File: src/rtl/core/kdlr_pkg.sv
// ----------------------------------------------------------------------------
// kdlr_pkg: shared types, constants and key tables
// Key table contents, per-key state layout and keystroke record for the
// keypad debounce / layer / repeat scanner.
// ----------------------------------------------------------------------------
package kdlr_pkg;

  localparam int NUM_KEYS    = 11;
  localparam int TIME_WIDTH  = 32;
  localparam int TABLE_KEYS  = 11;
  localparam int LAYER_BIT   = 11;
  localparam int LEVELS_W    = 12;
  localparam int NOW_W       = 32;
  localparam int CFG_W       = 16;
  localparam int KEY_INDEX_W = 4;
  localparam int BYTE_W      = 8;

  // Keys beyond the table are never walked.
  localparam int KEY_CNT   = (NUM_KEYS < TABLE_KEYS) ? NUM_KEYS : TABLE_KEYS;
  localparam int KEY_IDX_W = (KEY_CNT > 1) ? $clog2(KEY_CNT) : 1;

  localparam logic [CFG_W-1:0] DEBOUNCE_RST = CFG_W'(50);
  localparam logic [CFG_W-1:0] HOLD_RST     = CFG_W'(1000);

  // Register indexes on the configuration port.
  localparam int CFG_IDX_W = 1;
  localparam logic [CFG_IDX_W-1:0] CFG_DEBOUNCE = 1'b0;
  localparam logic [CFG_IDX_W-1:0] CFG_HOLD     = 1'b1;

  localparam logic [BYTE_W-1:0] CTRL_MOD  = 8'h80;
  localparam logic [BYTE_W-1:0] SHIFT_MOD = 8'h81;
  localparam logic [BYTE_W-1:0] ALT_MOD   = 8'h82;

  localparam logic [BYTE_W-1:0] PRIM_CODE [TABLE_KEYS] = '{
    8'd50, 8'd91, 8'd99, 8'd45, 8'd52, 8'd92, 8'd99, 8'd43, 8'd54, 8'd93, 8'd116
  };
  localparam logic [BYTE_W-1:0] PRIM_M1 [TABLE_KEYS] = '{
    SHIFT_MOD, SHIFT_MOD, CTRL_MOD, CTRL_MOD, SHIFT_MOD, CTRL_MOD,
    SHIFT_MOD, CTRL_MOD, SHIFT_MOD, SHIFT_MOD, CTRL_MOD
  };
  localparam logic [BYTE_W-1:0] PRIM_M2 [TABLE_KEYS] = '{
    8'd0, 8'd0, SHIFT_MOD, ALT_MOD, 8'd0, 8'd0, 8'd0, SHIFT_MOD, 8'd0, 8'd0, 8'd0
  };
  localparam logic [BYTE_W-1:0] ALT_CODE [TABLE_KEYS] = '{
    8'd97, 8'd98, 8'd99, 8'd100, 8'd101, 8'd102, 8'd103, 8'd104, 8'd105, 8'd106, 8'd107
  };
  localparam logic [BYTE_W-1:0] ALT_M1 [TABLE_KEYS] = '{
    8'd0, 8'd0, 8'd0, 8'd0, 8'd0, 8'd0, 8'd0, 8'd0, 8'd0, 8'd0, 8'd0
  };
  localparam logic [BYTE_W-1:0] ALT_M2 [TABLE_KEYS] = '{
    8'd0, 8'd0, 8'd0, 8'd0, 8'd0, 8'd0, 8'd0, 8'd0, 8'd0, 8'd0, 8'd0
  };

  typedef struct packed {
    logic [TIME_WIDTH-1:0] press_time;
    logic [TIME_WIDTH-1:0] hold_time;
    logic                  prev_level;
  } key_state_t;

  localparam key_state_t KEY_STATE_RST = '{
    press_time: '0,
    hold_time:  '0,
    prev_level: 1'b1
  };

  typedef struct packed {
    logic [KEY_INDEX_W-1:0] key_index;
    logic [BYTE_W-1:0]      key_code;
    logic [BYTE_W-1:0]      first_mod;
    logic [BYTE_W-1:0]      second_mod;
  } stroke_t;

  typedef struct packed {
    logic                  rd_en;
    logic [KEY_IDX_W-1:0]  rd_addr;
    logic                  wr_en;
    logic [KEY_IDX_W-1:0]  wr_addr;
  } mem_ctrl_t;

endpackage

File: src/rtl/core/kdlr_key_mem.sv
// ----------------------------------------------------------------------------
// kdlr_key_mem: per-key state memory
// One entry per key, registered read; unwritten entries read as
// the reset state through a row of valid bits cleared by reset.
// ----------------------------------------------------------------------------
module kdlr_key_mem (
  input  logic                   clk_i,
  input  logic                   rst_ni,
  input  kdlr_pkg::mem_ctrl_t    ctrl_i,
  input  kdlr_pkg::key_state_t   wr_data_i,
  output kdlr_pkg::key_state_t   rd_data_o
);

  kdlr_pkg::key_state_t mem_q [kdlr_pkg::KEY_CNT];
  kdlr_pkg::key_state_t rd_q;
  logic [kdlr_pkg::KEY_CNT-1:0] vld_q;
  logic                         rd_vld_q;

  always_ff @(posedge clk_i) begin
    if (ctrl_i.wr_en) begin
      mem_q[ctrl_i.wr_addr] <= wr_data_i;
    end
    if (ctrl_i.rd_en) begin
      rd_q <= mem_q[ctrl_i.rd_addr];
    end
  end

  always_ff @(posedge clk_i or negedge rst_ni) begin
    if (!rst_ni) begin
      vld_q    <= '0;
      rd_vld_q <= 1'b0;
    end else begin
      if (ctrl_i.wr_en) begin
        vld_q[ctrl_i.wr_addr] <= 1'b1;
      end
      if (ctrl_i.rd_en) begin
        rd_vld_q <= vld_q[ctrl_i.rd_addr];
      end
    end
  end

  // Substitute the reset state for entries never written.
  assign rd_data_o = rd_vld_q ? rd_q : kdlr_pkg::KEY_STATE_RST;

endmodule

File: src/rtl/core/kdlr_key_eval.sv
// ----------------------------------------------------------------------------
// kdlr_key_eval: one key's debounce and hold decision
// Compares the scan time against the stored press and hold times, builds the
// keystroke from the layer tables and forms the state to write back.
// ----------------------------------------------------------------------------
module kdlr_key_eval (
  input  logic [kdlr_pkg::KEY_IDX_W-1:0]  key_i,
  input  logic                            level_i,
  input  logic                            alt_i,
  input  logic [kdlr_pkg::TIME_WIDTH-1:0] now_i,
  input  logic [kdlr_pkg::CFG_W-1:0]      debounce_i,
  input  logic [kdlr_pkg::CFG_W-1:0]      hold_i,
  input  kdlr_pkg::key_state_t            state_i,
  output kdlr_pkg::key_state_t            state_o,
  output logic                            emit_o,
  output kdlr_pkg::stroke_t               stroke_o
);

  logic                            changed;
  logic                            press_ok;
  logic                            held_ok;
  logic [kdlr_pkg::TIME_WIDTH-1:0] hold_base;
  logic [kdlr_pkg::TIME_WIDTH-1:0] press_delta;
  logic [kdlr_pkg::TIME_WIDTH-1:0] hold_delta;
  logic [kdlr_pkg::BYTE_W-1:0]     m1;
  logic [kdlr_pkg::BYTE_W-1:0]     m2;

  always_comb begin
    changed     = (level_i != state_i.prev_level);
    press_delta = now_i - state_i.press_time;
    press_ok    = changed && !level_i &&
                  (press_delta >= kdlr_pkg::TIME_WIDTH'(debounce_i));
    // Restart the hold timer on any change and while released.
    hold_base   = (changed || level_i) ? now_i : state_i.hold_time;
    hold_delta  = now_i - hold_base;
    held_ok     = !level_i && !press_ok &&
                  (hold_delta >= kdlr_pkg::TIME_WIDTH'(hold_i)) &&
                  (kdlr_pkg::PRIM_M1[key_i] == '0);
    emit_o      = press_ok || held_ok;

    state_o.press_time = press_ok ? now_i : state_i.press_time;
    state_o.hold_time  = hold_base;
    state_o.prev_level = level_i;

    m1 = alt_i ? kdlr_pkg::ALT_M1[key_i] : kdlr_pkg::PRIM_M1[key_i];
    m2 = alt_i ? kdlr_pkg::ALT_M2[key_i] : kdlr_pkg::PRIM_M2[key_i];
    stroke_o.key_index  = kdlr_pkg::KEY_INDEX_W'(key_i);
    stroke_o.key_code   = alt_i ? kdlr_pkg::ALT_CODE[key_i] : kdlr_pkg::PRIM_CODE[key_i];
    stroke_o.first_mod  = m1;
    stroke_o.second_mod = (m1 != '0) ? m2 : '0;
  end

endmodule

File: src/rtl/core/keypad_debounce_layer_repeat_core.sv
// ----------------------------------------------------------------------------
// keypad_debounce_layer_repeat_core: keypad scan with debounce, layer, repeat
// Scans: a new scan is accepted only in idle, once the previous key walk and
//   flush are done; the walk reads one state-memory entry per cycle unless
//   output stalls hold it. Keystrokes pass through a pending register and
//   then the output register.
// Reset: state memory reads released/zero times, timers back to 50 and 1000.
// ----------------------------------------------------------------------------
module keypad_debounce_layer_repeat_core (
  input  logic                              clk_i,
  input  logic                              rst_ni,
  // configuration writes
  input  logic                              cfg_valid_i,
  output logic                              cfg_ready_o,
  input  logic [kdlr_pkg::CFG_IDX_W-1:0]    cfg_index_i,
  input  logic [kdlr_pkg::CFG_W-1:0]        cfg_data_i,
  // scan requests
  input  logic                              in_valid_i,
  output logic                              in_stall_o,
  input  logic [kdlr_pkg::NOW_W-1:0]        now_ms_i,
  input  logic [kdlr_pkg::LEVELS_W-1:0]     key_levels_i,
  // keystroke requests
  output logic                              out_valid_o,
  input  logic                              out_stall_i,
  output logic [kdlr_pkg::KEY_INDEX_W-1:0]  key_index_o,
  output logic [kdlr_pkg::BYTE_W-1:0]       key_code_o,
  output logic [kdlr_pkg::BYTE_W-1:0]       first_modifier_o,
  output logic [kdlr_pkg::BYTE_W-1:0]       second_modifier_o,
  output logic                              last_of_scan_o
);

  typedef enum logic [2:0] {
    ST_IDLE  = 3'b001,
    ST_CALC  = 3'b010,
    ST_FLUSH = 3'b100
  } state_e;

  localparam logic [kdlr_pkg::KEY_IDX_W-1:0] KEY_LAST =
    kdlr_pkg::KEY_IDX_W'(kdlr_pkg::KEY_CNT - 1);

  state_e st_q, st_d;

  // Configuration registers.
  logic [kdlr_pkg::CFG_W-1:0] debounce_q;
  logic [kdlr_pkg::CFG_W-1:0] hold_q;

  // Scan capture.
  logic [kdlr_pkg::TIME_WIDTH-1:0] now_q, now_d;
  logic [kdlr_pkg::LEVELS_W-1:0]   lvl_q, lvl_d;
  logic [kdlr_pkg::KEY_IDX_W-1:0]  key_q, key_d;

  // One keystroke is held back until it is known whether it ends the scan.
  kdlr_pkg::stroke_t pend_q, pend_d;
  logic              pend_vld_q, pend_vld_d;

  // Output register.
  kdlr_pkg::stroke_t out_q, out_d;
  logic              out_last_q, out_last_d;
  logic              out_vld_q, out_vld_d;
  logic              out_free;

  logic                 in_accept;
  logic                 adv;
  logic                 emit;
  kdlr_pkg::stroke_t    stroke;
  kdlr_pkg::key_state_t rd_state;
  kdlr_pkg::key_state_t wr_state;
  kdlr_pkg::mem_ctrl_t  mem_ctrl;

  assign cfg_ready_o = 1'b1;

  always_ff @(posedge clk_i or negedge rst_ni) begin
    if (!rst_ni) begin
      debounce_q <= kdlr_pkg::DEBOUNCE_RST;
      hold_q     <= kdlr_pkg::HOLD_RST;
    end else if (cfg_valid_i && cfg_ready_o) begin
      unique case (cfg_index_i)
        kdlr_pkg::CFG_DEBOUNCE: debounce_q <= cfg_data_i;
        kdlr_pkg::CFG_HOLD:     hold_q     <= cfg_data_i;
        default:                ;
      endcase
    end
  end

  kdlr_key_mem u_key_mem (
    .clk_i     (clk_i),
    .rst_ni    (rst_ni),
    .ctrl_i    (mem_ctrl),
    .wr_data_i (wr_state),
    .rd_data_o (rd_state)
  );

  kdlr_key_eval u_key_eval (
    .key_i      (key_q),
    .level_i    (lvl_q[key_q]),
    .alt_i      (!lvl_q[kdlr_pkg::LAYER_BIT]),
    .now_i      (now_q),
    .debounce_i (debounce_q),
    .hold_i     (hold_q),
    .state_i    (rd_state),
    .state_o    (wr_state),
    .emit_o     (emit),
    .stroke_o   (stroke)
  );

  assign in_stall_o = (st_q != ST_IDLE);
  assign in_accept  = in_valid_i && !in_stall_o;
  assign out_free   = !out_vld_q || !out_stall_i;
  // Stall the walk only when a new keystroke would displace a pending one
  // and the output register cannot take it.
  assign adv        = !(emit && pend_vld_q) || out_free;

  always_comb begin
    st_d       = st_q;
    now_d      = now_q;
    lvl_d      = lvl_q;
    key_d      = key_q;
    pend_d     = pend_q;
    pend_vld_d = pend_vld_q;
    out_d      = out_q;
    out_last_d = out_last_q;
    out_vld_d  = out_free ? 1'b0 : out_vld_q;

    mem_ctrl.rd_en   = 1'b0;
    mem_ctrl.rd_addr = key_q + 1'b1;
    mem_ctrl.wr_en   = 1'b0;
    mem_ctrl.wr_addr = key_q;

    unique case (st_q)
      ST_IDLE: begin
        if (in_accept) begin
          now_d            = now_ms_i[kdlr_pkg::TIME_WIDTH-1:0];
          lvl_d            = key_levels_i;
          key_d            = '0;
          mem_ctrl.rd_en   = 1'b1;
          mem_ctrl.rd_addr = '0;
          st_d             = ST_CALC;
        end
      end
      ST_CALC: begin
        if (adv) begin
          mem_ctrl.wr_en = 1'b1;
          if (emit) begin
            // Push the older keystroke out; it is not the last of the scan.
            if (pend_vld_q) begin
              out_d      = pend_q;
              out_last_d = 1'b0;
              out_vld_d  = 1'b1;
            end
            pend_d     = stroke;
            pend_vld_d = 1'b1;
          end
          if (key_q == KEY_LAST) begin
            st_d = ST_FLUSH;
          end else begin
            key_d          = key_q + 1'b1;
            mem_ctrl.rd_en = 1'b1;
          end
        end
      end
      ST_FLUSH: begin
        if (!pend_vld_q) begin
          st_d = ST_IDLE;
        end else if (out_free) begin
          out_d      = pend_q;
          out_last_d = 1'b1;
          out_vld_d  = 1'b1;
          pend_vld_d = 1'b0;
          st_d       = ST_IDLE;
        end
      end
      default: begin
        st_d = ST_IDLE;
      end
    endcase
  end

  always_ff @(posedge clk_i or negedge rst_ni) begin
    if (!rst_ni) begin
      st_q       <= ST_IDLE;
      key_q      <= '0;
      pend_vld_q <= 1'b0;
      out_vld_q  <= 1'b0;
    end else begin
      st_q       <= st_d;
      key_q      <= key_d;
      pend_vld_q <= pend_vld_d;
      out_vld_q  <= out_vld_d;
    end
  end

  always_ff @(posedge clk_i) begin
    now_q      <= now_d;
    lvl_q      <= lvl_d;
    pend_q     <= pend_d;
    out_q      <= out_d;
    out_last_q <= out_last_d;
  end

  assign out_valid_o       = out_vld_q;
  assign key_index_o       = out_q.key_index;
  assign key_code_o        = out_q.key_code;
  assign first_modifier_o  = out_q.first_mod;
  assign second_modifier_o = out_q.second_mod;
  assign last_of_scan_o    = out_last_q;

  // A scan always leaves nothing pending once the walker is back in idle.
  a_idle_no_pending: assert property (@(posedge clk_i) disable iff (!rst_ni)
    (st_q == ST_IDLE) |-> !pend_vld_q)
    else $error("keystroke left pending after scan end");

  // State memory is written only while walking keys.
  a_write_in_calc: assert property (@(posedge clk_i) disable iff (!rst_ni)
    mem_ctrl.wr_en |-> (st_q == ST_CALC))
    else $error("state memory written outside key walk");

  // The walk counter stays inside the table.
  a_key_in_range: assert property (@(posedge clk_i) disable iff (!rst_ni)
    (st_q == ST_CALC) |-> (key_q <= KEY_LAST))
    else $error("key counter beyond last key");

  // A held keystroke displaced into a full, stalled output would be lost.
  a_no_overwrite: assert property (@(posedge clk_i) disable iff (!rst_ni)
    (out_vld_q && out_stall_i) |=> (out_vld_q && $stable(out_q) && $stable(out_last_q)))
    else $error("stalled keystroke overwritten");

  // The last keystroke of a scan returns the walker to idle.
  a_last_ends_scan: assert property (@(posedge clk_i) disable iff (!rst_ni)
    (st_q == ST_FLUSH && pend_vld_q && out_free) |=> (st_q == ST_IDLE && out_last_q))
    else $error("final keystroke not marked or scan not closed");

endmodule

File: config.mk
export PLATFORM = sky130hd
export DESIGN_NAME = keypad_debounce_layer_repeat_core
export DESIGN_NICKNAME = d
export VERILOG_FILES = /design/src/rtl/core/kdlr_pkg.sv /design/src/rtl/core/kdlr_key_mem.sv /design/src/rtl/core/kdlr_key_eval.sv /design/src/rtl/core/keypad_debounce_layer_repeat_core.sv
export SDC_FILE = /design/constraint.sdc
export NUM_CORES = 1
export LEC_CHECK = 0
export BUFFER_PORTS_ARGS = -buffer_cell sky130_fd_sc_hd__buf_2
export CAP_MARGIN = 20
export CORE_UTILIZATION = 62
export DETAILED_ROUTE_END_ITERATION = 6
export GPL_TIMING_DRIVEN = 0
export PLACE_DENSITY = 0.8
export SLEW_MARGIN = 20
export SYNTH_ARGS = -nofsm -noshare
export SYNTH_HDL_FRONTEND = slang
export SYNTH_SLANG_ARGS = --single-unit
File: constraint.sdc
create_clock -name clk_i -period 8.3 [get_ports clk_i]
set_input_delay 0.415 -clock clk_i [delete_from_list [all_inputs] [get_ports clk_i]]
set_output_delay 0.415 -clock clk_i [all_outputs]
set_load 0.01 [all_outputs]
==> flow_summary.ini, run 1 <==
[critical_path]
critical_path_arrival_ns = 7.33
critPathTopFamily = simple AND/OR/NAND/NOR gates
path_buf_inv = 5
regToRegSetupSlack_ns = 1.28
r2r_cells = 23
setup.worst_path.start_class = flip-flop
crit_fanout = 17
cp_common_cell = nand2_1
path_depth = 23
cp-end-kind = flip-flop
critPathRequiredTime_ns = 8.61
critPathMaxStageDelay_ns = 0.67
crit_type = flip-flop to flip-flop
worstPathCellList = clkbuf_1 > clkbuf_1 > nand2_1 > ha_1 > buf_2 > nand2_1 > o21ai_0 > nor4_1 > nand2_1 > xor2_1 > ha_1 > a21oi_1 > nor2b_1 > o21ai_0 > o221ai_1 > or4_1 > a311oi_1 > and4_1 > nand4_4 > nand2_2 > buf_4 > and4_2 > buf_16
regToRegStartpoint = u_key_mem.rd_vld_q
critPathSlowestCell = and4_2
reg2reg_to = u_key_mem.mem_q[0][51]

[drt]
firstDrtPassIters = 6
drc = 0
routed_wirelength_mm = 60.93
post_drt_wl_per_cell_um = 24.04
drtAntennaViolNets = 0
vias = 16249
drtIter0Drc = 2070
via_per_inst = 6.412

[cts]
root_buffer = clkbuf_16
cts.sinks = 510
cts_tree = yes
post-cts-setup-buffer-count = 0
clk-insertion-delay-late_ns = 0.63
htreeDepth = 2
clockBufferDepth = 3
cts-buffers-inserted = 50
postCtsHoldBufs = 35
ctsResizeCount = 0
cts.reportedPaths.clkPinSlew_ns = 0.06

[power_and_ir_drop]
swShare = 0.3957
peakVddDrop_mv = 0.2017
intPower_uw = 6380
seq_power_share = 0.359
clockPowerShare = 0.221
comb_power_share = 0.420
power_density_nw_per_um2 = 396.0
netSwitchingPower_uw = 4178
cellLeakagePower_uw = 0.009550

[hold_path]
hold_depth = 1
worstHoldEndpoint = now_q[1]
hp-start = now_ms_i[1]
hold_class = input pin to flip-flop

[placed_design]
place_area_um2 = 24600
globalplace.congestion = 0.9026
io_buffers = 84
dp_hpwl_mm = 42.58

[timing]
tightest_slew_ns = 1.097
setup_viol = 0
maxSlewHeadroom = 0.2641
clock.fmax_ghz = 0.1424
tns_ns = 0
finalHoldViolations = 0
period_needed_ns = 7.021
drv_slew = 0
grt_setup_unrepaired = no
fin_crit_sh = 0.8459
fin_skew_ns = 0.05090

[grt]
grt_max_degree = 38
grt_pass1_wl_mm = 90.69
grt_usage = 0.3181
gr-total-overflow = 0
first_global_vias = 16053
antenna_found_initial = 0

[yosys]
synth_area_leaders = edfxtp_1 61%, o21ai_0 5.1%, dfrtp_1 3.6%
ys_warn_count = 0
async_flop_share = 0.07255
ys_top_cells_by_count = 473 x edfxtp_1, 236 x o21ai_0, 141 x nand2_1, 121 x a21oi_1, 94 x clkbuf_1
yosysSeqAreaShare = 0.6530
synth_seq_cells = 510
syn_area_um2 = 23180
yosysTopAreaCell = edfxtp_1
ys.flop_type = edfxtp_1
synthCells = 1825
netlist.area_leader.share = 0.6129
yosys.cell_count.top_type = edfxtp_1
syn_area_per_cell_um2 = 12.70
yosysUniqueCellTypes = 75
synth-edff-count = 473

[outcome]
status = finished, final reports clean

[cells_and_area]
fin_nets = 2147
stdcell_area_um2 = 26670
syn2layout_area_growth_pct = 15.06
final_layout_size_suffix_gt1_frac = 0.1511

[die]
rows = 70
die_w_um = 195.3
floorplan.initialDensity = 0.6315
die-area_um2 = 38160
die_y_um = 195.3
core_um2 = 36700
pin_count = 98

[flow_run]
drv_cap = 0
[state kept, by name (all words and copies together), names as in the netlist, 2 cells and up]
signal,count
u_key_mem.rd_q,33
u_key_mem.mem_q,363
pend_q,16
st_q,3
key_code_o,7
now_q,32
key_q,4
first_modifier_o,2
second_modifier_o,3
key_index_o,4
u_key_mem.vld_q,11
lvl_q,12
debounce_q,16
[worst reg2reg max path, cell delays in order (launching register included)]
cell and delay (ns):
dfrtp_1 0.32, clkbuf_1 0.33, clkbuf_1 0.42, nand2_1 0.14, ha_1 0.29, buf_2 0.16, nand2_1 0.16, o21ai_0 0.11
nor4_1 0.47, nand2_1 0.30, xor2_1 0.22, ha_1 0.30, a21oi_1 0.15, nor2b_1 0.06, o21ai_0 0.29, o221ai_1 0.21
or4_1 0.54, a311oi_1 0.29, and4_1 0.35, nand4_4 0.27, nand2_2 0.22, buf_4 0.20, and4_2 0.67, buf_16 0.24
[per-layer routing]
layer | share of wire | vias up | track usage | wire, µm
met5 | 0 | - | 0 | 0
met4 | 0.041 | 0 | 0.1385 | 2508
met3 | 0.11 | 178 | 0.05907 | 6617
met2 | 0.48 | 992 | 0.5247 | 29110
met1 | 0.37 | 7735 | 0.4150 | 22690
li1 | - | 7344 | - | -
[layout make-up]
type	instances	area [µm²]
inverters	34	127.6
multi-input cells	1157	7397
well taps	468	585.6
clock inverters	32	394.1
plain buffers	135	590.6
repair buffers	137	1125
diodes	1	2.502
flip-flops and latches	510	15130
fillers	2321	10030
clock buffers	60	1309
[per-stage QoR]
step	util	worst slack (ns)	hold WS (ns)	std cells	power (µW)
after floorplan	-	2.299	0.1194	1836	6605
final	0.7266	1.279	0.01963	2534	10560
after global routing	0.7266	0.9760	0.007364	2533	11030
after global placement	0.6601	0.05450	0.4023	2388	7865
after detailed placement	0.6704	1.359	0.4052	2405	8073
after CTS	0.7264	1.246	0.0002431	2532	10440
[cell usage in the layout, fill, tap and decap left out, types with 10 or more instances in the layout]
cell type	synthesis	routed
mux2i_1	42	42
o21ai_0	236	214
conb_1	2	13
clkbuf_1	94	102
o22ai_1	36	36
or3_1	39	39
nor2_1	71	69
clkbuf_16	0	50
buf_16	0	10
o21ai_1	10	32
clkinv_1	2	11
buf_4	15	17
edfxtp_1	473	473
ha_1	55	55
buf_1	15	14
nor3_1	12	12
inv_1	31	31
mux2_2	70	70
clkinv_2	0	10
a21oi_1	121	121
a211oi_1	37	37
xnor2_1	11	11
nand4_1	17	17
dfrtp_1	33	33
nand3_1	78	78
buf_2	9	96
and3_1	36	36
dlygate4sd3_1	0	35
o21a_1	10	10
nand2_1	141	141
[worst max path at each step]
stage	slack [ns]	startpoint	end
CTS	1.25	u_key_mem.rd_vld_q	u_key_mem.mem_q[2][56]
global placement	0.05	u_key_mem.rd_vld_q	u_key_mem.mem_q[3][42]
floorplan	2.30	u_key_mem.rd_vld_q	u_key_mem.mem_q[3][0]
finish	1.28	u_key_mem.rd_vld_q	u_key_mem.mem_q[0][51]
global route	0.98	u_key_mem.rd_vld_q	u_key_mem.mem_q[6][43]
detailed placement	1.36	u_key_mem.rd_vld_q	u_key_mem.mem_q[3][56]
[power groups by stage]
stage          clock network (µW)  registers [µW]  logic (µW)
3_5_place_dp                    0            3820        4250
6_report                     2340            3790        4440
2_1_floorplan                   0            3760        2840
4_1_cts                      2350            3780        4310
3_3_place_gp                    0            3830        4040
5_1_grt                      2440            3800        4780
[kinds of logic after synthesis]
family	count (synthesis)	share of synthesized area
AO/OA/AOI/OAI	509	0.1259
XOR/XNOR	19	0.007180
adder cells (fa/ha/maj)	56	0.03056
buffers and inverters	169	0.03093
flip-flops	510	0.6530
multiplexers	118	0.05733
other	2	0.0003240
AND/OR/NAND/NOR	442	0.09475
(Power assumes the default switching activity.)
==> run 2, diff against run 1 <==
- ABC_AREA: default -> 1
- CORE_UTILIZATION: 62 -> 56
- PLACE_DENSITY: 0.8 -> 0.76
- clock period: 8.3 -> 6.1 ns (I/O delays scaled with it)
==> run 2 against run 1 <==
Against the previous run:
- flip-flop and latch count stayed put
- combinational power is 26% higher
- final cell count is 14% higher
- final area is 1.1% higher
- area after synthesis is 0.64% lower
- critical endpoint is now u_key_mem.mem_q[4][52]
- clock-buffer cell count is 6 lower
==> flow_summary.ini, run 2 <==
[yosys]
yosysTopAreaCell = edfxtp_1
ys.flop_type = edfxtp_1
yosysSeqAreaShare = 0.6572
synth_seq_cells = 510
synth-edff-count = 473
ys_top_cells_by_count = 473 x edfxtp_1, 455 x nand2_1, 249 x nor2_1, 170 x o21ai_0, 167 x inv_1
synth_area_leaders = edfxtp_1 62%, nand2_1 7.4%, nor2_1 4.1%
yosys.cell_count.top_type = edfxtp_1
syn_area_per_cell_um2 = 11.02
ys_warn_count = 0
yosysUniqueCellTypes = 49
netlist.area_leader.share = 0.6168
synthCells = 2090
syn_area_um2 = 23030
async_flop_share = 0.07255

[power_and_ir_drop]
power_density_nw_per_um2 = 511.2
p_total_uw = 13790
peakVddDrop_mv = 0.2518
cellLeakagePower_uw = 0.01048

[timing]
maxSlewHeadroom = 0.3944
finalHoldViolations = 0
grt_setup_unrepaired = no
tightest_slew_ns = 0.9084
fin_crit_sh = 0.9072
whs_ns = 0.1113
clock.fmax_ghz = 0.1807
drv_slew = 0
fin_skew_ns = 0.07701
tns_ns = 0
period_needed_ns = 5.534
setup_viol = 0

[drt]
via_per_inst = 5.837
drtAntennaViolNets = 0
vias = 16822
drc = 0
routed_wirelength_mm = 62.81
post_drt_wl_per_cell_um = 21.79
firstDrtPassIters = 5
drtIter0Drc = 1769

[cells_and_area]
fin_nets = 2438
final_layout_size_suffix_gt1_frac = 0.1324
final_util = 0.6711
final_common_cell = edfxtp_1
fill_cells = 2839
stdcell_area_um2 = 26970
syn2layout_area_growth_pct = 17.13
largest_register_ff_count = 363
reg_top3 = u_key_mem.mem_q: 363 flops, u_key_mem.rd_q: 33 flops, now_q: 32 flops
regMostFlops = u_key_mem.mem_q
final_cell_mix = 473 x edfxtp_1, 455 x nand2_1, 239 x nor2_1

[grt]
first_global_vias = 16663
grt_pass1_wl_mm = 93.72
grt_max_degree = 39
antenna_found_initial = 1
gr-total-overflow = 0
grt_usage = 0.3028

[critical_path]
critical_path_arrival_ns = 5.85
critPathRequiredTime_ns = 6.42
path_buf_inv = 4
worstPathCellList = clkbuf_1 > clkbuf_1 > nand2_1 > ha_1 > nand2_1 > nor2_1 > nand3_1 > nand3_1 > xor2_1 > ha_1 > a21oi_1 > o31a_1 > nand2_1 > nand2_1 > nand2_1 > nor2_1 > nand2_1 > nor2_2 > nand2_4 > nand3_4 > nand2_2 > buf_6 > nor2_4 > buf_16
critPathSlowestCell = nor2_4
cp-end-kind = flip-flop
critPathMaxStageDelay_ns = 0.58
crit_fanout = 17
setup.worst_path.start_class = flip-flop
critPathTopFamily = simple AND/OR/NAND/NOR gates
cp_common_cell = nand2_1
crit_type = flip-flop to flip-flop

[die]
die-area_um2 = 41930
floorplan.initialDensity = 0.5730
die_y_um = 204.8
die_w_um = 204.8
rows = 73
core_um2 = 40190
pin_count = 98

[cts]
cts-buffers-inserted = 50
clockBufferDepth = 3
root_buffer = clkbuf_16
cts.reportedPaths.clkPinSlew_ns = 0.06
htreeDepth = 2
post-cts-setup-buffer-count = 0
cts.sinks = 510
clk-insertion-delay-late_ns = 0.63
cts_tree = yes

[placed_design]
dp_hpwl_mm = 43.29
place_area_um2 = 24580
globalplace.congestion = 0.9200
io_buffers = 84

[outcome]
status = finished, final reports clean

[flow_run]
drv_cap = 0

[hold_path]
hold_class = input pin to flip-flop
## run 2: worst register-to-register path, stage by stage, from the launching register on
cell and delay (ns):
dfrtp_1 0.33, clkbuf_1 0.31, clkbuf_1 0.40, nand2_1 0.19, ha_1 0.41, nand2_1 0.11, nor2_1 0.26, nand3_1 0.13
nand3_1 0.25, xor2_1 0.21, ha_1 0.28, a21oi_1 0.18, o31a_1 0.14, nand2_1 0.08, nand2_1 0.12, nand2_1 0.11
nor2_1 0.13, nand2_1 0.09, nor2_2 0.14, nand2_4 0.12, nand3_4 0.11, nand2_2 0.10, buf_6 0.23, nor2_4 0.58
buf_16 0.25
## run 2: report_power, final
group | total (µW) | internal (µW) | switching (µW) | leakage [µW]
logic | 5580 | 1510 | 4070 | 0.00488
registers | 4940 | 4800 | 141 | 0.00475
clock network | 3270 | 1910 | 1360 | 0.000844
total | 13800 | 8220 | 5570 | 0.0105
## run 2: layout make-up
cell class	count	area, µm²	share of cell area
inverters	179	674.4	0.02500
clock inverters	38	483.0	0.01791
well taps	525	656.9	0.02435
plain buffers	101	501.7	0.01860
diodes	1	2.502	0.00009278
clock buffers	54	1276	0.04732
multi-input cells	1311	6840	0.2536
repair buffers	163	1403	0.05200
flip-flops and latches	510	15130	0.5611
## run 2: layer usage
layer / global-route usage / wire length, µm / up-vias / share of wire
met5: 0 / 8 / - / 0.00013
met2: 0.5036 / 30280 / 956 / 0.48
met4: 0.1517 / 2783 / 2 / 0.044
met1: 0.3797 / 23680 / 7977 / 0.38
li1: - / - / 7721 / -
met3: 0.05647 / 6053 / 166 / 0.096
## run 2: repair_timing
action | CTS | global route
resized for setup | 0 | 0
hold endpoints to repair | 95 | 0
hold buffers | 63 | 0
## run 2: worst paths after layout
| path | start | endpoint | slack, ns | cells after the start |
|---|---|---|---|---|
| max in group asynchronous | rst_ni | u_key_mem.vld_q[3] | 5.15 | 2 |
| hold reg to reg | pend_q[24] | key_index_o[0] | 0.42 | 0 |
| setup reg to reg | u_key_mem.rd_vld_q | u_key_mem.mem_q[4][52] | 0.57 | 24 |
| hold / removal | cfg_index_i | debounce_q[0] | 0.11 | 4 |
| setup / recovery | u_key_mem.rd_vld_q | u_key_mem.mem_q[4][52] | 0.57 | 24 |
| min in group asynchronous | rst_ni | debounce_q[9] | 0.37 | 2 |
## run 2: kinds of logic (layout without fill, tap and decap cells)
family	Yosys count	in the layout	share of synthesized area
AOI/OAI and AO/OA	381	381	0.1039
other	2	14	0.0003261
buffers and inverters	280	535	0.05108
muxes	1	1	0.0004890
and+or+nand+nor	844	844	0.1501
xor gates and xnor gates	16	16	0.006086
adders and majority gates	56	56	0.03075
DFF	510	510	0.6572
## run 2: stage by stage
| stage | instances | setup slack (ns) |
|---|---|---|
| after floorplan | 2101 | 1.060 |
| after global placement | 2710 | -1.349 |
| after detailed placement | 2726 | 0.5797 |
| after CTS | 2881 | 0.5509 |
| after global routing | 2881 | 0.3133 |
| final | 2882 | 0.5662 |
